[src/sv/ffba_ram.sv]
// generic single-write, single-read ram with registered read data
`default_nettype none

module ffba_ram #(
    parameter int WIDTH = 8,
    parameter int DEPTH = 16
) (
    input  wire logic                       i_clk,
    input  wire logic                       i_we,
    input  wire logic [$clog2(DEPTH)-1:0]   i_waddr,
    input  wire logic [WIDTH-1:0]           i_wdata,
    input  wire logic [$clog2(DEPTH)-1:0]   i_raddr,
    output logic      [WIDTH-1:0]           o_rdata
);

    logic [WIDTH-1:0] r_mem [DEPTH];
    logic [WIDTH-1:0] r_rdata;

    always_ff @(posedge i_clk) begin
        if (i_we) begin
            r_mem[i_waddr] <= i_wdata;
        end
        r_rdata <= r_mem[i_raddr];
    end

    assign o_rdata = r_rdata;

endmodule

`default_nettype wire

[config.mk]
export PLATFORM = sky130hd
export DESIGN_NAME = ffba_ram
export DESIGN_NICKNAME = d
export VERILOG_FILES = /design/src/sv/ffba_ram.sv
export SDC_FILE = /design/constraint.sdc
export NUM_CORES = 1
export LEC_CHECK = 0
export BUFFER_PORTS_ARGS = -buffer_cell sky130_fd_sc_hd__buf_2
export CELL_PAD_IN_SITES_DETAIL_PLACEMENT = 1
export CELL_PAD_IN_SITES_GLOBAL_PLACEMENT = 2
export CORE_UTILIZATION = 40
export DETAILED_ROUTE_END_ITERATION = 6
export HOLD_SLACK_MARGIN = 0.08
export PLACE_DENSITY_LB_ADDON = 0.1
export SLEW_MARGIN = 20
export SYNTH_ARGS = -nofsm -noshare
export SYNTH_HDL_FRONTEND = slang
export SYNTH_SLANG_ARGS = --single-unit
[constraint.sdc]
create_clock -name i_clk -period 2.2 [get_ports i_clk]
set_input_delay 0.22 -clock i_clk [delete_from_list [all_inputs] [get_ports i_clk]]
set_output_delay 0.22 -clock i_clk [all_outputs]
set_load 0.005 [all_outputs]
== Yosys cells after proc, flatten, opt, wreduce, memory -nomap -nowiden ==
Memories as Yosys holds them, arrays and structs flattened. A register that Yosys moved wholly into a read port is not among the register bits.
Cells that the tools add are included.
Cells by class
  reductions and logical operators: 0
  eq/ne operators: 0
  add/subtract/negate cells: 0
  shift-type cells: 0
  order comparisons: 0
  bitwise operators: 0
  multiply operators: 0
  multiplexer cells: 2
  div/mod/pow operators: 0
Operators with widths (number)
  1-bit 2-to-1 mux: 2
Word-level totals
  output and inout port bits: 8
  bits in registers: 0
  RAM bits: 128
  bits in read-only memories: 0
  memories: 1
  bits in latches: 0
  input bits: 18
Memory list
  r_mem: depth 16, width 8, rd ports 1, clocked after memory_dff 1, wr ports 1, RTL line 16  | logic [WIDTH-1:0] r_mem [DEPTH];

== Depth between registers and ports, before layout ==
Gate-level depths: netlist of the first run.
  depth after elaboration: 2
  depth in mapped cells: 5
  depth with buffers taken out: 3

== Least setup slack after synthesis of the first run ==
No wires, ideal clock.
  kind: in2reg
  start point: in i_waddr[2]
  end point: mem r_mem[0][0], enable pin
  data arrival time: 1.330 ns
  buffers on the path: 0
  data required time: 1.817 ns
  path slack: 0.487 ns
  stages on the path: 2
  path through: or3b_2 -> nor3_1
RTL lines
  start, declared: RTL line 10  | input wire logic [$clog2(DEPTH)-1:0] i_waddr,
  end, declared: RTL line 16
Straight into the memory's write port.

==> results of run 1 <==
-- metal layers --
metal  part of all wire, %  vias up  track usage (%)
met5                     0        -                0
met4                   1.7        0            8.831
met3                   4.7       15            4.969
met2                    47       52            26.95
met1                    47     1280            24.60
li1                      -     1088                -
-- sequential cells by signal, indices dropped and copies added (netlist names) --
| register | cells |
|---|---|
| r_mem | 128 |
| o_rdata | 8 |
-- cells by family after synthesis --
family                 count (synthesis)
muxes                                 32
and+or+nand+nor                       35
DFF                                  136
AOI/OAI and AO/OA                     16
buffers and inverters                 10
-- placed cells by master (no fill, tap or decap) --
cell type / count
and2_1: 1
bufinv_16: 2
mux4_1: 14
nand3_1: 1
a22oi_1: 16
nand2_1: 9
nand3b_1: 2
nor2_1: 13
or3b_2: 1
clkbuf_8: 4
buf_12: 2
nand2b_1: 2
clkbuf_1: 9
mux4_2: 18
buf_2: 25
edfxtp_1: 128
nor3_1: 4
dfxtp_1: 8
buf_4: 22
clkbuf_16: 17
and2b_1: 1
nor2b_1: 1
-- stage by stage --
stage	std cells	instance area [sq um]	setup slack, ps	power [uW]	hold WS, ps
6_report	472	6181	817.5	5942	189.4
5_1_grt	472	6181	741.9	6087	196.4
4_1_cts	472	6181	809.9	5993	175.7
3_5_place_dp	440	5607	461.4	3247	596.1
3_3_place_gp	440	5607	461.5	3239	599.3
2_1_floorplan	229	5147	487.1	3111	318.9
-- power groups by stage --
stage	logic (uW)	clock network, uW	registers [uW]
2_1_floorplan	147	0	2960
3_3_place_gp	273	0	2970
3_5_place_dp	279	0	2970
4_1_cts	279	2800	2920
5_1_grt	298	2870	2920
6_report	273	2750	2920
-- worst max-delay path by stage --
| stage | start | end | cells past startpoint |
|---|---|---|---|
| after global routing | r_mem[3][3]$_DFFE_PP_ | o_rdata[3]$_DFF_P_ | 3 |
| after detailed placement | i_raddr[0] | o_rdata[3]$_DFF_P_ | 5 |
| after global placement | i_raddr[0] | o_rdata[3]$_DFF_P_ | 5 |
| after floorplan | i_waddr[2] | r_mem[0][0]$_DFFE_PP_ | 2 |
| after CTS | r_mem[3][3]$_DFFE_PP_ | o_rdata[3]$_DFF_P_ | 3 |
| final | r_mem[2][3]$_DFFE_PP_ | o_rdata[3]$_DFF_P_ | 3 |
-- layout make-up --
cell class | instances | share of cell area (%)
Clock buffer | 30 | 8.320
Sequential cell | 136 | 64.78
Timing Repair Buffer | 49 | 5.344
Tap cell | 172 | 3.482
Multi-Input combinational cell | 83 | 17.11
Clock inverter | 2 | 0.9717
-- worst register-to-register path, cell delays in order, from the launching register on --
cell	delay (ps)
edfxtp_1	360
mux4_1	500
a22oi_1	320
nand2_1	80
==> summary.md, run 1 <==
| Metric | Value |
|---|---|
| Most used DFF post-synth | `edfxtp_1` |
| Worst-Skew Late Latency | `420 ps` |
| Hold Path Class | `primary input to register` |
| Synth Area in Adders | `0%` |
| Die X | `115.4 um` |
| First-pass DRT Iterations | `4` |
| DP HPWL | `6815 um` |
| Vias in the first global route | `2,553` |
| Routed len/inst | `22.47 um` |
| Syn. warnings | `0` |
| Sequential area share after synthesis | `77.78%` |
| PortBufs | `25` |
| Largest net degree at the start of global routing | `33` |
| Fin util | `49.18%` |
| Final Hold Violating Endpoints | `0` |
| Worst hold start | `i_wdata[2]` |
| FP Rows | `41` |
| Pint | `4808 uW` |
| Worst slew margin | `69.23%` |
| Top post-synthesis cells by area | `edfxtp_1 (75%), mux4_2 (7.9%), mux4_1 (7.1%)` |
| Top-area cell type share of the netlist area | `74.67%` |
| Pins Over Slew Limit | `0` |
| Count of final setup violators | `0` |
| Hold buffers post-CTS | `0` |
| Drt initial violations | `144` |
| R2r startpoint | `r_mem[2][3]$_DFFE_PP_` |
| Total Wirelength | `10,600 um` |
| Storage element area | `4004 sq um` |
| Cell Area, Synth | `5147 sq um` |
| Worst slew pin tran | `461.6 ps` |
| EDFF count, synth | `128` |
| Worst vdd ir | `0.0004583 V` |
| Initial antenna violation count | `0` |
| Top cells by count, synth | `edfxtp_1 (128), mux4_2 (18), a22oi_1 (16), mux4_1 (14), nor2_1 (13)` |
| Sw Ratio | `19.08%` |
| Worst EP required | `2500 ps` |
| CP delay by family, top | `multiplexers` |
| GRT Total Usage | `18.05%` |
| Layout cells sized above 1 | `30.33%` |
| PwrDens | `961.3 nW/um^2` |
| Reg-to-reg endpoint | `o_rdata[3]$_DFF_P_` |
| Synth Area in Simple Gates | `3.184%` |
| H-tree Lvls | `4` |
| Num CTS Buffers | `17` |
| Cell taking the most area after synthesis | `edfxtp_1` |
| Post-CTS Resized | `0` |
| Library cells used by synthesis | `19` |
| Net count after synthesis | `247` |
| RSZ-0062 raised after global routing | `no` |
| Gate Count Post-Synth | `229` |
| Num ports | `26` |
| Fmax | `723.4 MHz` |
| Critical Path Start Type | `register` |
| Congestion Overflow GR | `0` |
| Fillcell total | `1,135` |
| Max Root-Sink Buffers | `2` |
| Worst Clk Skew | `5.828 ps` |
| Chip height | `115.4 um` |
| Sequential power share | `49.1%` |
| CTS sink count | `136` |
| Worst path slowest cell | `mux4_1` |
| Syn_area_per_cell | `22.48 sq um` |
| Power share of the clock group | `46.3%` |
| Largest family of logic cells by synthesized area | `multiplexers` |
| Antenna viol nets, final | `0` |
| Core area | `12,570 sq um` |
| Fin Setup TNS | `0 ps` |
| CTS tree | `done` |
| Placer Congestion | `0.7480` |
| Vias/cell | `5.159` |
| Synth Area in Compound Gates | `2.333%` |
| Layout Nets | `305` |
| Hold path depth | `1` |
| First-pass GRT wire length | `15,950 um` |
| Setup bufs post-CTS | `0` |
| Residual DRC | `0` |
| Most numerous cell in the Yosys netlist | `edfxtp_1` |
| Synth async-reset ratio | `0%` |
| Area of the multi-input gates | `1057 sq um` |
| Worst setup path category | `register to register` |
| Crit share post-route | `62.84%` |
| Initial Util | `40.96%` |
| CP endpoint kind | `register` |
| Die area | `13,330 sq um` |
| Crit path max fanout | `1` |
| Status | `finished clean` |
| Lkg Pwr | `0.002108 uW` |
| Layout area overhead | `20.08%` |
| Mux contribution to synthesized area | `15.02%` |
| DR vias | `2,435` |
| Arr. time, crit path | `1680 ps` |
| Period minus WS final | `1382 ps` |
| CP Buf/Inv Count | `0` |
| Setup slack, reg-to-reg | `820 ps` |
| Crit path largest cell delay | `500 ps` |
| R2R cell count | `3` |
| XOR/XNOR Fraction of Synth Area | `0%` |
| CP cell instances | `mux4_1 > a22oi_1 > nand2_1` |
| Sw Pwr | `1133 uW` |
| Logic gate share of total power | `4.6%` |
| Worst Hold Path EP | `r_mem[5][2]$_DFFE_PP_` |
| Ant. Diodes | `0` |
| Root Buffer | `clkbuf_16` |
| Yosys reg bits | `136` |
| Max_cap viols | `0` |
| Clk pin slew, worst setup/hold paths | `50 ps` |
No activity file was read; power rests on OpenSTA's default activity.
==> run 2: changes to the inputs <==
- clock period: 2.2 -> 1.3 ns (I/O delays scaled with it)
==> run 2 against run 1 <==
Effect of this change:
- clock-buffer cell count shrank 9
- cell area grew 2.8%
- cell count increased by 1.7%
- via count up 2.7%
- critical path type unchanged
- critical path depth did not move
- combinational power up 95%
- register-to-register slack got worse by 800 ps
==> summary.md, run 2 (same netlist as run 1, synthesis figures left out) <==
| Metric | Value |
|---|---|
| Status | `finished clean` |
| Max_cap viols | `0 (unchanged)` |
| Num ports | `26 (unchanged)` |
| Overall power | `10,270 uW (+73%)` |
| Worst Slack Setup Final | `16.51 ps (-801.0 ps)` |
| Arr. time, crit path | `1580 ps (-100 ps)` |
| Residual DRC | `0 (unchanged)` |
| Worst Clk Skew | `6.464 ps (+0.6353 ps)` |
| Worst-Skew Late Latency | `410 ps (about the same)` |
| Logic gate share of total power | `5.2% (+0.6 points)` |
| Core area | `12,570 sq um (unchanged)` |
| Crit path max fanout | `1 (unchanged)` |
| Congestion Overflow GR | `0 (unchanged)` |
| Hold buffers post-CTS | `0 (unchanged)` |
| Layout area overhead | `23.38%` |
| Fin Setup TNS | `0 ps (unchanged)` |
| Die X | `115.4 um (unchanged)` |
| Worst vdd ir | `0.0008629 V (+88%)` |
| PortBufs | `25 (unchanged)` |
| Crit path largest cell delay | `550 ps (+50 ps)` |
| Power share of the clock group | `46.7% (+0.4 points)` |
| CP delay by family, top | `multiplexers` |
| Lkg Pwr | `0.002155 uW (+2.3%)` |
| First-pass DRT Iterations | `6 (+2)` |
| Vias/cell | `5.210 (+1.0%)` |
| Worst slack, placed | `-379.2 ps (-840.6 ps)` |
| Antenna viol nets, final | `0 (unchanged)` |
| Most common cell after layout, fill and taps aside | `edfxtp_1` |
| CTS tree | `done` |
| Hold Path Class | `primary input to register` |
| Total Wirelength | `11,280 um (+6.4%)` |
| Sequential power share | `48.1% (-1.0 points)` |
| RSZ-0062 raised after global routing | `yes` |
| Worst setup path category | `register to register` |
| Die area | `13,330 sq um (unchanged)` |
| H-tree Lvls | `4 (unchanged)` |
| Clk pin slew, worst setup/hold paths | `60 ps (about the same)` |
| Chip height | `115.4 um (unchanged)` |
| Worst slew pin tran | `922.8 ps (+461.3 ps)` |
| Largest Register | `r_mem` |
| Period minus WS final | `1283 ps (-98.96 ps)` |
| FP Rows | `41 (unchanged)` |
| Critical Path Start Type | `register` |
| Root Buffer | `clkbuf_16` |
| Layout cells sized above 1 | `41.23% (+11 points)` |
| Fin util | `50.53% (+1.4 points)` |
| First-pass GRT wire length | `16,770 um (+5.1%)` |
| PwrDens | `1617 nW/um^2 (+68%)` |
| Largest net degree at the start of global routing | `23 (-30%)` |
| Count of final setup violators | `0 (unchanged)` |
| Sw Pwr | `1988 uW (+75%)` |
| CTS sink count | `136 (unchanged)` |
| Worst EP required | `1600 ps (-900 ps)` |
| CP Buf/Inv Count | `0 (unchanged)` |
| Worst path slowest cell | `mux4_1` |
| Max Root-Sink Buffers | `2 (unchanged)` |
| Most frequent cells in the layout | `edfxtp_1 (128), mux4_2 (27), buf_4 (27), buf_2 (25), clkbuf_16 (17)` |
| Pins Over Slew Limit | `0 (unchanged)` |
| Fmax | `779.1 MHz (+7.7%)` |
| Placer Congestion | `0.6808 (-9.0%)` |
| Max reg flops | `128 (unchanged)` |
| Worst slew margin | `38.25% (-31 points)` |
| Drt initial violations | `140 (-2.8%)` |
| Sw Ratio | `19.36% (+0.29 points)` |
| Initial Util | `40.96% (unchanged)` |
| Vias in the first global route | `2,681 (+5.0%)` |
| Initial antenna violation count | `0 (unchanged)` |
| CP endpoint kind | `register` |
| DP HPWL | `7431 um (+9.0%)` |
| Num CTS Buffers | `17 (unchanged)` |
| Crit share post-route | `98.73% (+36 points)` |
| Final Hold Violating Endpoints | `0 (unchanged)` |
| Ant. Diodes | `0 (unchanged)` |
| Fillcell total | `1,145 (+0.88%)` |
| Layout Nets | `314 (+3.0%)` |
| DR vias | `2,501 (+2.7%)` |
| CP cell instances | `mux4_1 > a22oi_2 > nand2_1` |
| Pint | `8280 uW (+72%)` |
| GRT Total Usage | `18.98% (+0.93 points)` |
| Routed len/inst | `23.50 um (+4.6%)` |
[run 2: cell count changes in the layout (fill, tap and decap cells not counted), moves of 2 or more]
cell / previous run / this run
nor3_2: 0 / 3
nor3_1: 4 / 1
a22oi_1: 16 / 6
a22oi_2: 0 / 10
mux4_2: 18 / 27
clkinv_1: 0 / 2
buf_12: 2 / 6
clkbuf_1: 9 / 1
mux4_1: 14 / 5
clkinv_2: 0 / 4
buf_4: 22 / 27
[run 2: repair_timing]
item                       CTS  global route
gates resized for setup     13             6
pin swaps                    4             4
setup endpoints to repair    7             7
setup buffers                0             0
gates cloned                 0             0
[run 2: layout make-up]
class	count	area (sq um)	share of cell area, %
clock inverter	10	125.1	1.970
tap	172	215.2	3.388
timing repair buffer	58	447.9	7.053
multi-input combinational	83	1089	17.14
clock buffer	21	470.5	7.407
sequential	136	4004	63.04
[run 2: final timing paths]
kind	end	depth (start not counted)	from	slack, ps
max	o_rdata[3]$_DFF_P_	3	r_mem[5][3]$_DFFE_PP_	20
min	r_mem[10][0]$_DFFE_PP_	1	i_wdata[0]	110
max reg2reg	o_rdata[3]$_DFF_P_	3	r_mem[5][3]$_DFFE_PP_	20
min reg2reg	o_rdata[3]$_DFF_P_	3	r_mem[15][3]$_DFFE_PP_	680
[run 2: worst reg2reg max path: cells and delay by family (launching register included)]
| family | cells | cell delay (ps) |
|---|---|---|
| mux | 1 | 550 |
| flops | 1 | 340 |
| compound gates | 1 | 200 |
| simple gates | 1 | 80 |
[run 2: through the flow]
step	std cells	hold slack [ps]	instance area, sq um
6_report	480	106.1	6351
2_1_floorplan	229	228.9	5162
4_1_cts	480	86.79	6356
5_1_grt	480	101.5	6351
3_5_place_dp	449	511.5	5739
3_3_place_gp	449	507.3	5739
[run 2: per-layer routing]
metal / track usage, % / vias to the layer above / part of all wire (%)
li1: - / 1098 / -
met1: 25.71 / 1335 / 46
met2: 29.54 / 48 / 49
met3: 4.079 / 20 / 2.7
met4: 8.918 / 0 / 2.2
met5: 0 / - / 0
[run 2: power by group through the flow]
stage	registers, uW	logic [uW]	clock network, uW
after floorplan	5020	250	0
after global placement	5020	516	0
after detailed placement	5030	522	0
after CTS	4940	543	4890
after global routing	4950	584	5040
final	4940	532	4800
